==> src/hdl/assert_macros.svh <==
// Assertion macros shared by the matrix ALU RTL files.
// No dependencies.
`ifndef ASSERT_MACROS_SVH
`define ASSERT_MACROS_SVH
// Implication checked on every clock edge outside reset.
`define CHK_IMPL(label, clk, rst, ante, cons) \
   label: assert property (@(posedge clk) disable iff (rst) (ante) |-> (cons)) \
      else $error("check failed");
// Next-cycle implication checked outside reset.
`define CHK_NEXT(label, clk, rst, ante, cons) \
   label: assert property (@(posedge clk) disable iff (rst) (ante) |=> (cons)) \
      else $error("check failed");
`endif

==> src/hdl/m2alu_pkg.sv <==
// Package for the 2x2 matrix ALU: opcodes, widths and the queued item type.
// No dependencies.
`default_nettype none
package m2alu_pkg;
   localparam int DW = 32;
   localparam int FB = 16;
   typedef enum logic [2:0] {
      OP_ADD = 3'd0, OP_SUB = 3'd1, OP_MUL = 3'd2, OP_MVEC = 3'd3,
      OP_TRN = 3'd4, OP_DET = 3'd5, OP_INV = 3'd6, OP_NONE = 3'd7
   } op_type;
   typedef logic signed [DW-1:0] word_type;
   typedef struct packed {
      op_type   op;
      word_type a11, a12, a21, a22, b11, b12, b21, b22;
   } item_type;
   typedef struct packed {
      word_type r11, r12, r21, r22, det;
      logic     sing;
   } result_type;
endpackage
`default_nettype wire

==> src/hdl/m2alu_if.sv <==
// Valid/ready channel interface carrying one payload.
// Depends on nothing but its type parameter.
`default_nettype none
interface m2alu_if #(parameter type payload_type = logic) ();
   logic        valid;
   logic        ready;
   payload_type data;
   modport source (output valid, output data, input ready);
   modport sink (input valid, input data, output ready);
endinterface
`default_nettype wire

==> src/hdl/m2alu_front.sv <==
// Front end: accepts transactions and holds them in a two-entry queue.
// Depends on m2alu_pkg.
`default_nettype none
module m2alu_front (
   input  wire logic               clock,
   input  wire logic               reset,
   input  wire logic               in_valid,
   output logic                    in_ready,
   input  wire m2alu_pkg::item_type in_data,
   output logic                    q_valid,
   input  wire logic               q_ready,
   output m2alu_pkg::item_type     q_data
);
   import m2alu_pkg::*;
   item_type   mem_ff [2];
   logic       wp_ff, wp_in, rp_ff, rp_in;
   logic [1:0] cnt_ff, cnt_in;
   logic       push, pop;

   assign in_ready = (cnt_ff != 2'd2);
   assign push = in_valid && in_ready;
   assign q_valid = (cnt_ff != 2'd0);
   assign pop = q_valid && q_ready;
   assign q_data = mem_ff[rp_ff];

   always_comb begin
      wp_in = push ? ~wp_ff : wp_ff;
      rp_in = pop ? ~rp_ff : rp_ff;
      cnt_in = cnt_ff + {1'b0, push} - {1'b0, pop};
   end

   always_ff @(posedge clock) begin
      if (reset) begin
         wp_ff <= 1'b0;
         rp_ff <= 1'b0;
         cnt_ff <= 2'd0;
      end else begin
         wp_ff <= wp_in;
         rp_ff <= rp_in;
         cnt_ff <= cnt_in;
      end
      if (push) begin
         mem_ff[wp_ff] <= in_data;
      end
   end

   `include "assert_macros.svh"
   `CHK_NEXT(a_full_no_push, clock, reset, cnt_ff == 2'd2 && !pop, cnt_ff == 2'd2)
   `CHK_IMPL(a_cnt_range, clock, reset, 1'b1, cnt_ff != 2'd3)
   `CHK_IMPL(a_ptr_match, clock, reset, cnt_ff == 2'd0, wp_ff == rp_ff)
endmodule
`default_nettype wire

==> src/hdl/m2alu_div.sv <==
// Pipelined signed fixed-point divider, one quotient bit per stage.
// Computes round(num * 2^FB / den), halves away from zero, saturated.
// Depends on m2alu_pkg.
`default_nettype none
module m2alu_div (
   input  wire logic                     clock,
   input  wire logic                     en,
   input  wire logic signed [m2alu_pkg::DW:0] num,
   input  wire logic signed [m2alu_pkg::DW-1:0] den,
   output m2alu_pkg::word_type           quo
);
   import m2alu_pkg::*;
   // Magnitude of num << FB plus half the divisor.
   localparam int NW = DW + 1 + FB + 1;
   localparam int RW = DW + 1;
   logic [NW-1:0] m_ff [NW+1];
   logic [NW-1:0] q_ff [NW+1];
   logic [RW-1:0] r_ff [NW+1];
   logic [DW-1:0] d_ff [NW+1];
   logic          neg_ff [NW+1];
   logic [DW-1:0] dmag;
   logic [DW:0]   nmag;
   logic signed [NW:0] qs;

   assign dmag = den[DW-1] ? DW'(-den) : DW'(den);
   assign nmag = num[DW] ? (DW+1)'(-num) : (DW+1)'(num);

   always_ff @(posedge clock) begin
      if (en) begin
         m_ff[0] <= NW'({nmag, FB'(0)}) + NW'(dmag >> 1);
         q_ff[0] <= '0;
         r_ff[0] <= '0;
         d_ff[0] <= dmag;
         neg_ff[0] <= num[DW] ^ den[DW-1];
      end
   end

   for (genvar s = 0; s < NW; s++) begin : g_stage
      logic [RW:0] rt;
      logic        ge;
      assign rt = {r_ff[s], m_ff[s][NW-1-s]};
      assign ge = (rt >= {2'b00, d_ff[s]});
      always_ff @(posedge clock) begin
         if (en) begin
            m_ff[s+1] <= m_ff[s];
            d_ff[s+1] <= d_ff[s];
            neg_ff[s+1] <= neg_ff[s];
            q_ff[s+1] <= q_ff[s] | (NW'(ge) << (NW - 1 - s));
            r_ff[s+1] <= ge ? RW'(rt - {2'b00, d_ff[s]}) : RW'(rt);
         end
      end
   end

   always_comb begin
      qs = neg_ff[NW] ? -$signed({1'b0, q_ff[NW]}) : $signed({1'b0, q_ff[NW]});
      if (qs > $signed((NW+1)'({1'b0, {(DW-1){1'b1}}}))) begin
         quo = {1'b0, {(DW-1){1'b1}}};
      end else if (qs < -$signed((NW+1)'({1'b1, {(DW-1){1'b0}}}))) begin
         quo = {1'b1, {(DW-1){1'b0}}};
      end else begin
         quo = DW'(qs);
      end
   end
endmodule
`default_nettype wire

==> src/hdl/m2alu_back.sv <==
// Back end: fixed-depth stall-together pipeline computing all operations.
// Stage 1 products and sums, stage 2 rounding and determinant, then divider.
// Depends on m2alu_pkg and m2alu_div.
`default_nettype none
module m2alu_back (
   input  wire logic                 clock,
   input  wire logic                 reset,
   input  wire logic                 q_valid,
   output logic                      q_ready,
   input  wire m2alu_pkg::item_type  q_data,
   output logic                      out_valid,
   input  wire logic                 out_ready,
   output m2alu_pkg::result_type     out_data
);
   import m2alu_pkg::*;
   localparam int PW = 2 * DW;
   localparam int DVL = DW + FB + 3;
   localparam int LAT = 2 + DVL;
   logic [LAT-1:0] v_ff;
   logic           en;
   logic signed [PW-1:0] p_ff [10];
   word_type  s_ff [4];
   word_type  s_in [4];
   item_type  i1_ff;
   word_type  d2r_ff [4];
   word_type  d2r_in [4];
   word_type  det2_ff;
   logic      sing2_ff;
   op_type    op2_ff;
   item_type  i2_ff;
   logic signed [DW:0] adj [4];
   word_type  quo [4];
   word_type  dly_r_ff [LAT-2][4];
   word_type  dly_det_ff [LAT-2];
   logic      dly_sing_ff [LAT-2];
   op_type    dly_op_ff [LAT-2];
   word_type  dot [4];
   word_type  det_c;

   // The pipeline advances whenever its last stage is empty or drained.
   assign en = !v_ff[LAT-1] || out_ready;
   assign q_ready = en;
   assign out_valid = v_ff[LAT-1];

   function automatic word_type sat_w(input logic signed [PW+1:0] x);
      if (x > $signed((PW+2)'({1'b0, {(DW-1){1'b1}}}))) begin
         return {1'b0, {(DW-1){1'b1}}};
      end else if (x < -$signed((PW+2)'({1'b1, {(DW-1){1'b0}}}))) begin
         return {1'b1, {(DW-1){1'b0}}};
      end
      return DW'(x);
   endfunction

   function automatic word_type rnd_dot(input logic signed [PW-1:0] p,
                                        input logic signed [PW-1:0] q);
      logic signed [PW+1:0] s;
      s = (PW+2)'(p) + (PW+2)'(q) + (PW+2)'(1 << (FB - 1));
      return sat_w(s >>> FB);
   endfunction

   always_ff @(posedge clock) begin
      if (reset) begin
         v_ff <= '0;
      end else if (en) begin
         v_ff <= {v_ff[LAT-2:0], q_valid};
      end
   end

   always_comb begin
      for (int k = 0; k < 4; k++) begin
         s_in[k] = '0;
      end
      if (q_data.op inside {OP_ADD, OP_SUB}) begin
         s_in[0] = sat_w((q_data.op == OP_SUB)
            ? (PW+2)'(q_data.a11) - (PW+2)'(q_data.b11)
            : (PW+2)'(q_data.a11) + (PW+2)'(q_data.b11));
         s_in[1] = sat_w((q_data.op == OP_SUB)
            ? (PW+2)'(q_data.a12) - (PW+2)'(q_data.b12)
            : (PW+2)'(q_data.a12) + (PW+2)'(q_data.b12));
         s_in[2] = sat_w((q_data.op == OP_SUB)
            ? (PW+2)'(q_data.a21) - (PW+2)'(q_data.b21)
            : (PW+2)'(q_data.a21) + (PW+2)'(q_data.b21));
         s_in[3] = sat_w((q_data.op == OP_SUB)
            ? (PW+2)'(q_data.a22) - (PW+2)'(q_data.b22)
            : (PW+2)'(q_data.a22) + (PW+2)'(q_data.b22));
      end
   end

   // Stage 1: ten products and the four sums or differences.
   always_ff @(posedge clock) begin
      if (en) begin
         i1_ff <= q_data;
         p_ff[0] <= (q_data.op inside {OP_MUL, OP_MVEC})
                    ? q_data.a11 * q_data.b11 : q_data.a11 * q_data.a22;
         p_ff[1] <= (q_data.op inside {OP_MUL, OP_MVEC})
                    ? q_data.a12 * q_data.b21 : -(q_data.a12 * q_data.a21);
         p_ff[2] <= q_data.a11 * q_data.b12;
         p_ff[3] <= q_data.a12 * q_data.b22;
         p_ff[4] <= q_data.a21 * q_data.b11;
         p_ff[5] <= q_data.a22 * q_data.b21;
         p_ff[6] <= q_data.a11 * q_data.a22;
         p_ff[7] <= -(q_data.a12 * q_data.a21);
         p_ff[8] <= q_data.a21 * q_data.b12;
         p_ff[9] <= q_data.a22 * q_data.b22;
         s_ff <= s_in;
      end
   end

   always_comb begin
      dot[0] = rnd_dot(p_ff[0], p_ff[1]);
      dot[1] = rnd_dot(p_ff[2], p_ff[3]);
      dot[2] = rnd_dot(p_ff[4], p_ff[5]);
      dot[3] = rnd_dot(p_ff[8], p_ff[9]);
      det_c = rnd_dot(p_ff[6], p_ff[7]);
   end

   always_comb begin
      for (int k = 0; k < 4; k++) begin
         d2r_in[k] = '0;
      end
      case (i1_ff.op)
         OP_ADD, OP_SUB: begin
            d2r_in = s_ff;
         end
         OP_MUL: begin
            d2r_in = dot;
         end
         OP_MVEC: begin
            d2r_in[0] = dot[0];
            d2r_in[2] = dot[2];
         end
         OP_TRN: begin
            d2r_in[0] = i1_ff.a11;
            d2r_in[1] = i1_ff.a21;
            d2r_in[2] = i1_ff.a12;
            d2r_in[3] = i1_ff.a22;
         end
         default: begin
         end
      endcase
   end

   // Stage 2: rounded results and determinant, selected by opcode.
   always_ff @(posedge clock) begin
      if (en) begin
         op2_ff <= i1_ff.op;
         i2_ff <= i1_ff;
         det2_ff <= det_c;
         sing2_ff <= (i1_ff.op == OP_INV) && (det_c == '0);
         d2r_ff <= d2r_in;
      end
   end

   assign adj[0] = (DW+1)'(i2_ff.a22);
   assign adj[1] = -(DW+1)'(i2_ff.a12);
   assign adj[2] = -(DW+1)'(i2_ff.a21);
   assign adj[3] = (DW+1)'(i2_ff.a11);

   for (genvar k = 0; k < 4; k++) begin : g_div
      m2alu_div u_div (
         .clock (clock),
         .en    (en),
         .num   (adj[k]),
         .den   ((det2_ff == '0) ? word_type'(1) : det2_ff),
         .quo   (quo[k])
      );
   end

   // Side delay line matching the divider latency.
   always_ff @(posedge clock) begin
      if (en) begin
         dly_r_ff[0] <= d2r_ff;
         dly_det_ff[0] <= det2_ff;
         dly_sing_ff[0] <= sing2_ff;
         dly_op_ff[0] <= op2_ff;
         for (int s = 1; s < LAT - 2; s++) begin
            dly_r_ff[s] <= dly_r_ff[s-1];
            dly_det_ff[s] <= dly_det_ff[s-1];
            dly_sing_ff[s] <= dly_sing_ff[s-1];
            dly_op_ff[s] <= dly_op_ff[s-1];
         end
      end
   end

   always_comb begin
      out_data.det = dly_det_ff[LAT-3];
      out_data.sing = dly_sing_ff[LAT-3];
      if (dly_op_ff[LAT-3] == OP_INV && !dly_sing_ff[LAT-3]) begin
         out_data.r11 = quo[0];
         out_data.r12 = quo[1];
         out_data.r21 = quo[2];
         out_data.r22 = quo[3];
      end else begin
         out_data.r11 = dly_r_ff[LAT-3][0];
         out_data.r12 = dly_r_ff[LAT-3][1];
         out_data.r21 = dly_r_ff[LAT-3][2];
         out_data.r22 = dly_r_ff[LAT-3][3];
      end
   end

   `include "assert_macros.svh"
   `CHK_NEXT(a_hold, clock, reset, out_valid && !out_ready, out_valid)
   `CHK_IMPL(a_sing_op, clock, reset, out_valid && out_data.sing, dly_op_ff[LAT-3] == OP_INV)
   `CHK_IMPL(a_sing_zero, clock, reset, out_valid && out_data.sing, out_data.r11 == '0)
endmodule
`default_nettype wire

==> src/hdl/matrix2x2_alu.sv <==
// Top level of the 2x2 matrix ALU on signed Q16.16 values.
// Channel req_ carries an opcode with matrices A and B; rsp_ returns the
// result matrix, the determinant of A and the singular flag.
// A transaction is taken when valid and ready are high at a clock edge.
// While rsp_ready is high one transaction per cycle is sustained; each
// goes through a two-entry input queue, then a back-end pipeline of
// DW+FB+5 stages (53 by default), whose length is set by the restoring
// divider used for the inverse, one quotient bit per stage. An accepted
// transaction is registered in the queue, then taken by the back end
// and carried through all of its stages to rsp_valid.
// A synchronous active-high reset empties the queue and the pipeline.
// If the receiver holds rsp_ready low while rsp_valid is high, the whole
// back end stalls, the queue fills and req_ready falls once it is full.
// Depends on m2alu_pkg, m2alu_if, m2alu_front and m2alu_back.
`default_nettype none
module matrix2x2_alu (
   input wire logic clock,
   input wire logic reset,
   m2alu_if.sink    req,
   m2alu_if.source  rsp
);
   import m2alu_pkg::*;
   logic     q_valid, q_ready;
   item_type q_data;

   m2alu_front u_front (
      .clock    (clock),
      .reset    (reset),
      .in_valid (req.valid),
      .in_ready (req.ready),
      .in_data  (req.data),
      .q_valid  (q_valid),
      .q_ready  (q_ready),
      .q_data   (q_data)
   );

   m2alu_back u_back (
      .clock     (clock),
      .reset     (reset),
      .q_valid   (q_valid),
      .q_ready   (q_ready),
      .q_data    (q_data),
      .out_valid (rsp.valid),
      .out_ready (rsp.ready),
      .out_data  (rsp.data)
   );
endmodule
`default_nettype wire
==> src/flat_wrapper.sv <==
// flat-port wrapper written by rule: the top's interface ports become plain ports
module matrix2x2_alu_flat import m2alu_pkg::*;
  (clock, reset, req_valid, req_data, req_ready, rsp_valid, rsp_data, rsp_ready);
  m2alu_if req_i ();
  m2alu_if rsp_i ();
  input wire logic clock;
  input wire logic reset;
  input wire logic [$bits(req_i.valid)-1:0] req_valid;
  input wire logic [$bits(req_i.data)-1:0] req_data;
  output wire logic [$bits(req_i.ready)-1:0] req_ready;
  output wire logic [$bits(rsp_i.valid)-1:0] rsp_valid;
  output wire logic [$bits(rsp_i.data)-1:0] rsp_data;
  input wire logic [$bits(rsp_i.ready)-1:0] rsp_ready;
  assign req_i.valid = req_valid;
  assign req_i.data = req_data;
  assign req_ready = req_i.ready;
  assign rsp_valid = rsp_i.valid;
  assign rsp_data = rsp_i.data;
  assign rsp_i.ready = rsp_ready;
  matrix2x2_alu u_core (.clock(clock), .reset(reset), .req(req_i), .rsp(rsp_i));
endmodule
==> config.mk <==
export PLATFORM = sky130hd
export DESIGN_NAME = matrix2x2_alu_flat
export DESIGN_NICKNAME = d
export VERILOG_FILES = /design/src/hdl/m2alu_pkg.sv /design/src/hdl/m2alu_if.sv /design/src/hdl/m2alu_front.sv /design/src/hdl/m2alu_div.sv /design/src/hdl/m2alu_back.sv /design/src/hdl/matrix2x2_alu.sv /design/src/flat_wrapper.sv
export VERILOG_INCLUDE_DIRS = /design/src /design/src/hdl
export SDC_FILE = /design/constraint.sdc
export NUM_CORES = 1
export LEC_CHECK = 0
export BUFFER_PORTS_ARGS = -buffer_cell sky130_fd_sc_hd__buf_2
export CAP_MARGIN = 0
export CORE_ASPECT_RATIO = 0.5
export CORE_MARGIN = 3
export CORE_UTILIZATION = 35
export DETAILED_ROUTE_END_ITERATION = 7
export SYNTH_ARGS = -nofsm -noshare
export SYNTH_HDL_FRONTEND = slang
export SYNTH_SLANG_ARGS = --single-unit
==> constraint.sdc <==
create_clock -name clock -period 2.2 [get_ports clock]
set_input_delay 0.33 -clock clock [delete_from_list [all_inputs] [get_ports clock]]
set_output_delay 0.33 -clock clock [all_outputs]
set_load 0.02 [all_outputs]
[Word-level counts from Yosys, hierarchy flattened]
Memory sizes are Yosys's and may differ from the RTL's. A register that Yosys moved wholly into a read port is not among the register bits.
Index checks and enable logic that the tools add are counted.
Word-level totals
  bits in registers: 61
  RAM bits: 693
  input bits: 5
  output and inout port bits: 3
  word-level logic and storage cells: 53
  memories kept: 3
Cells by class
  add/sub/neg operators: 5
  $mul: 10
  magnitude comparators: 2
  equal/unequal tests: 4
  muxes and demuxes: 13
  bitwise gates (word level): 2
  reduce and logical (&&, ||, !) cells: 8
Memory list
  u_core.u_back.p_ff: depth 10, bits a word 64, rd ports 2, clocked after Yosys merged registers in 0, write ports 10, RTL line m2alu_back.sv:21  | logic signed [PW-1:0] p_ff [10];
  u_core.u_back.dly_sing_ff: depth 51, bits a word 1, rd ports 51, clocked after Yosys merged registers in 0, write ports 51, RTL line m2alu_back.sv:35  | logic dly_sing_ff [LAT-2];
  u_core.u_front.mem_ff: depth 2, bits a word 1, rd ports 1, clocked after Yosys merged registers in 1, write ports 1, RTL line m2alu_front.sv:15  | item_type mem_ff [2];
Operator list (count)
  $mul 32x32->64 const AB: 8
  $mul 32x32->64 const A: 2
  $mux 64: 2
  $mux 32: 3
  $add 65x17->66 const B: 1
  $add 64x64->65: 1
  $neg 64->64: 1
  $gt 50x32->1 const B: 1
  $lt 50x32->1 const B: 1
  $logic_not 32->1: 1
  $mux 1: 8
  $eq 3x2->1 const AB: 2
  $reduce_bool 2->1: 2
  $eq 3x3->1 const B: 1
  $logic_and 1x1->1: 3
  $add 2x1->2: 1
  $ne 2x2->1 const B: 1
  $not 1->1: 2
  $sub 2x1->2: 1
  $logic_not 1->1: 1
  $logic_or 1x1->1: 1

[Logic depth before layout (Yosys ltp)]
An unclocked memory read counts as a cell.
  depth in word-level cells: 9
  mapped depth: 9

[Least setup slack after synthesis]
No wires, ideal clock.
  path type: register to register
  start: register u_core.u_back.v_ff[52]
  end: register u_core.u_front.cnt_ff[1]
  setup time: 0.128 ns
  data arrival time: 1.573 ns
  data required time: 2.072 ns
  slack: 0.499 ns
  stages on the path, launching flop included: 10
  path buffers: 2
  period minus slack after synthesis: 1.701 ns
  path through: dfxtp_1 -> nor2b_1 -> buf_4 -> buf_4 -> nor2_1 -> ha_1 -> inv_1 -> ha_1 -> xnor2_1 -> nor2_1
On the way
  cells in the longest elaborated chain, start to end: 4
RTL lines
  from (decl): RTL line m2alu_back.sv:19  | logic [LAT-1:0] v_ff;
  from (signal assigned): RTL line m2alu_back.sv:65  | v_ff <= {v_ff[LAT-2:0], q_valid};
  $logic_not 1->1: RTL line m2alu_back.sv:41  | assign en = !v_ff[LAT-1] || out_ready;
  $logic_or 1x1->1: RTL line m2alu_back.sv:41
  $logic_and 1x1->1: RTL line m2alu_front.sv:23  | assign pop = q_valid && q_ready;
  $sub 2x1->2: RTL line m2alu_front.sv:29  | cnt_in = cnt_ff + {1'b0, push} - {1'b0, pop};
  to (signal assigned): RTL line m2alu_front.sv:40  | cnt_ff <= cnt_in;
  to (decl): RTL line m2alu_front.sv:17  | logic [1:0] cnt_ff, cnt_in;
No other way between the ends.
A chain may end at the register's enable or synchronous reset.

[Worst setup path after layout]
  start: register u_core.u_front.cnt_ff[1]
  end: register u_core.u_front.cnt_ff[1]
On the way
  cells in the longest elaborated chain, start to end: 4
RTL lines
  $ne 2x2->1: RTL line m2alu_front.sv:20  | assign in_ready = (cnt_ff != 2'd2);
  $logic_and 1x1->1: RTL line m2alu_front.sv:21  | assign push = in_valid && in_ready;
  $add 2x1->2: RTL line m2alu_front.sv:29
  $sub 2x1->2 (*): RTL line m2alu_front.sv:29
Mark *: on every way between the ends. The rest lies on a longest branch, timed or not.

==> impl_metrics.yaml <==
outcome:
  status: "completed"
global_route:
  grt_max_degree: 56
  grt-ovfl-total: 0
  antenna_found_initial: 0
  grt_pass1_vias: 1180
  grtUsageTotal_pct: 9.47
  grt_pass1_wl_um: 5150
routing:
  ant_nets: 0
  vias_per_cell: 4.50
  firstDrtPassIters: 4
  vias: 1409
  wl_per_cell_um: 9.20
  drc: 0
  first_iter_violations: 116
  routed_wl_um: 2880
sta:
  fmax_ghz: 0.718
  finClkSkew_ns: 0.00616
  setup_violations: 0
  hold_violations: 0
  hold_ws_ns: 0.450
  tns_ns: 0
  worstMarginPinSlew_ns: 0.549
  rsz0062_at_grt: "false"
  report.final.slew_viol_count: 0
  min_period_ns: 1.39
  min_period_over_period_pct: 63.3
  slew_headroom_pct: 63.4
setup_path:
  crit_chain: "nor2_1, nor2_1, ha_1, inv_1, ha_1, xnor2_1, nor2_1"
  cp_slowest_cell: "dfxtp_1"
  cp.arrival_ns: 1.56
  crit_required_ns: 2.37
  crit_family: "adder cells"
  path_common_cell: "nor2_1"
  cp_max_fo: 3
  crit_buf_inv: 1
  start_kind: "flop"
  slowest_delay_ns: 0.34
  cp-end-kind: "flop"
  crit_type: "reg -> reg"
clock_network:
  ctsHtreeMaxLevel: 2
  clockBufferDepth: 2
  hold_buffers: 0
  cts.sinks: 55
  cts_tree: "yes"
  clk_latency_ns: 0.29
  numCtsBuffers: 5
  root_buffer: "clkbuf_8"
  clk_pin_slew_ns: 0.09
  cts_setup_buffers: 0
  postCtsResizedCells: 0
min_path:
  hold_class: "reg -> reg"
die:
  die_h_um: 59.0
  rows: 18
  initial_core_util_pct: 38.1
  dieWidth_um: 112
  die_area_mm2: 0.00660
  boundaryPins: 8
  core_mm2: 0.00516
cells_and_area:
  antenna_cells: 0
  area_growth_pct: 6.24
  stdcell_area_mm2: 0.00209
  nets: 249
  drive_gt1_share_pct: 7.41
synth:
  synth.area.top_cells: "dfxtp_1 56%, nand2_1 20%, a21oi_1 13%"
  synth_area_leader_cell: "dfxtp_1"
  synth_area_per_cell_um2: 8.02
  yosysSeqAreaShare_pct: 56.1
  yosys_warnings: 0
  synthesis.nets: 252
  synth_cell_type_count: 17
  synth.top_cell.area_share_pct: 56.1
  ys_ff_latch: 55
  synth_area_mm2: 0.00196
  synthesis.instances: 245
placement:
  dpl_cell_area_mm2: 0.00201
  place.gp.congestion: 0.682
  place_hpwl_um: 1670
  numPortBuffers: 5
power:
  powerDensity_mw_per_mm2: 809
  ir_drop_uv: 262
  leakagePower_nw: 0.680
flow_run:
  cap_violations: 0
-- report_power, final --
group          internal, W  switching [W]
clock             0.000224       0.000290
sequential         0.00102      0.0000165
combinational    0.0000630      0.0000734
-- final timing paths --
check | from | end | slack (ns) | cells after the start
worst min-delay path | u_core.u_back.v_ff[37]$_SDFFE_PP0N_ | u_core.u_back.v_ff[38]$_SDFFE_PP0N_ | 0.45 | 2
worst min register to register | u_core.u_back.v_ff[37]$_SDFFE_PP0N_ | u_core.u_back.v_ff[38]$_SDFFE_PP0N_ | 0.45 | 2
worst max register to register | u_core.u_front.cnt_ff[1]$_SDFF_PP0_ | u_core.u_front.cnt_ff[1]$_SDFF_PP0_ | 0.81 | 7
worst max-delay path | u_core.u_front.cnt_ff[1]$_SDFF_PP0_ | u_core.u_front.cnt_ff[1]$_SDFF_PP0_ | 0.81 | 7
-- registers in the layout, indices dropped and copies added (netlist names) --
register and count:
u_core.u_front.cnt_ff 2, u_core.u_back.v_ff 53
-- cell families after synthesis --
family	count (synthesis)	share of synthesized area, %
and+or+nand+nor	113	22.1
DFF	55	56.1
AOI/OAI and AO/OA	52	13.6
buffers and inverters	20	5.86
xor gates and xnor gates	2	0.892
adders and majority gates	2	1.27
other	1	0.191
-- area by class of cell --
class / instances / area (um^2)
sequential: 55 / 1100
clock inverter: 1 / 5.00
tap: 70 / 87.6
multi-input combinational: 170 / 758
fill: 513 / 3070
inverter: 1 / 3.75
timing repair buffer: 9 / 55.1
clock buffer: 7 / 76.3
-- layer usage --
metal  vias up  track usage, %  routed length, um
li1        763               -                  -
met1       625            11.8               1550
met2        19            15.4               1210
met3         2            3.36                105
met4         0            3.60                 19
met5         -               0                  0
-- synth_stat cells (all sizes together) --
library cell	instances
a211oi	1
xnor2	1
dfxtp	55
buf	14
clkbuf	5
nand2	103
nand2b	2
nor2b	2
xor2	1
ha	2
inv	1
nor2	6
a21oi	51
conb	1
-- stage by stage --
stage	power [W]	util [%]	cells	setup slack, ns
after floorplan	0.00117	-	245	0.499
after global placement	0.00119	38.9	305	0.753
after detailed placement	0.00120	38.9	305	0.749
after CTS	0.00171	40.5	313	0.797
after global routing	0.00178	40.5	313	0.699
final	0.00169	40.5	313	0.806
-- tightest hold or removal path: stages, from the launching register on --
cell	delay, ns
dfxtp_1	0.32
nand2_1	0.05
a21oi_1	0.05
-- layout by cell type, fill, tap and decap left out --
cell	n
a211oi_2	1
a21oi_1	51
buf_2	5
buf_4	4
clkbuf_1	2
clkbuf_8	5
clkinv_2	1
conb_1	1
dfxtp_1	55
ha_1	2
inv_1	1
nand2_1	103
nand2b_1	1
nand2b_2	1
nor2_1	6
nor2b_1	1
nor2b_4	1
xnor2_1	1
xor2_1	1
No activity file was read; power rests on OpenSTA's default activity.
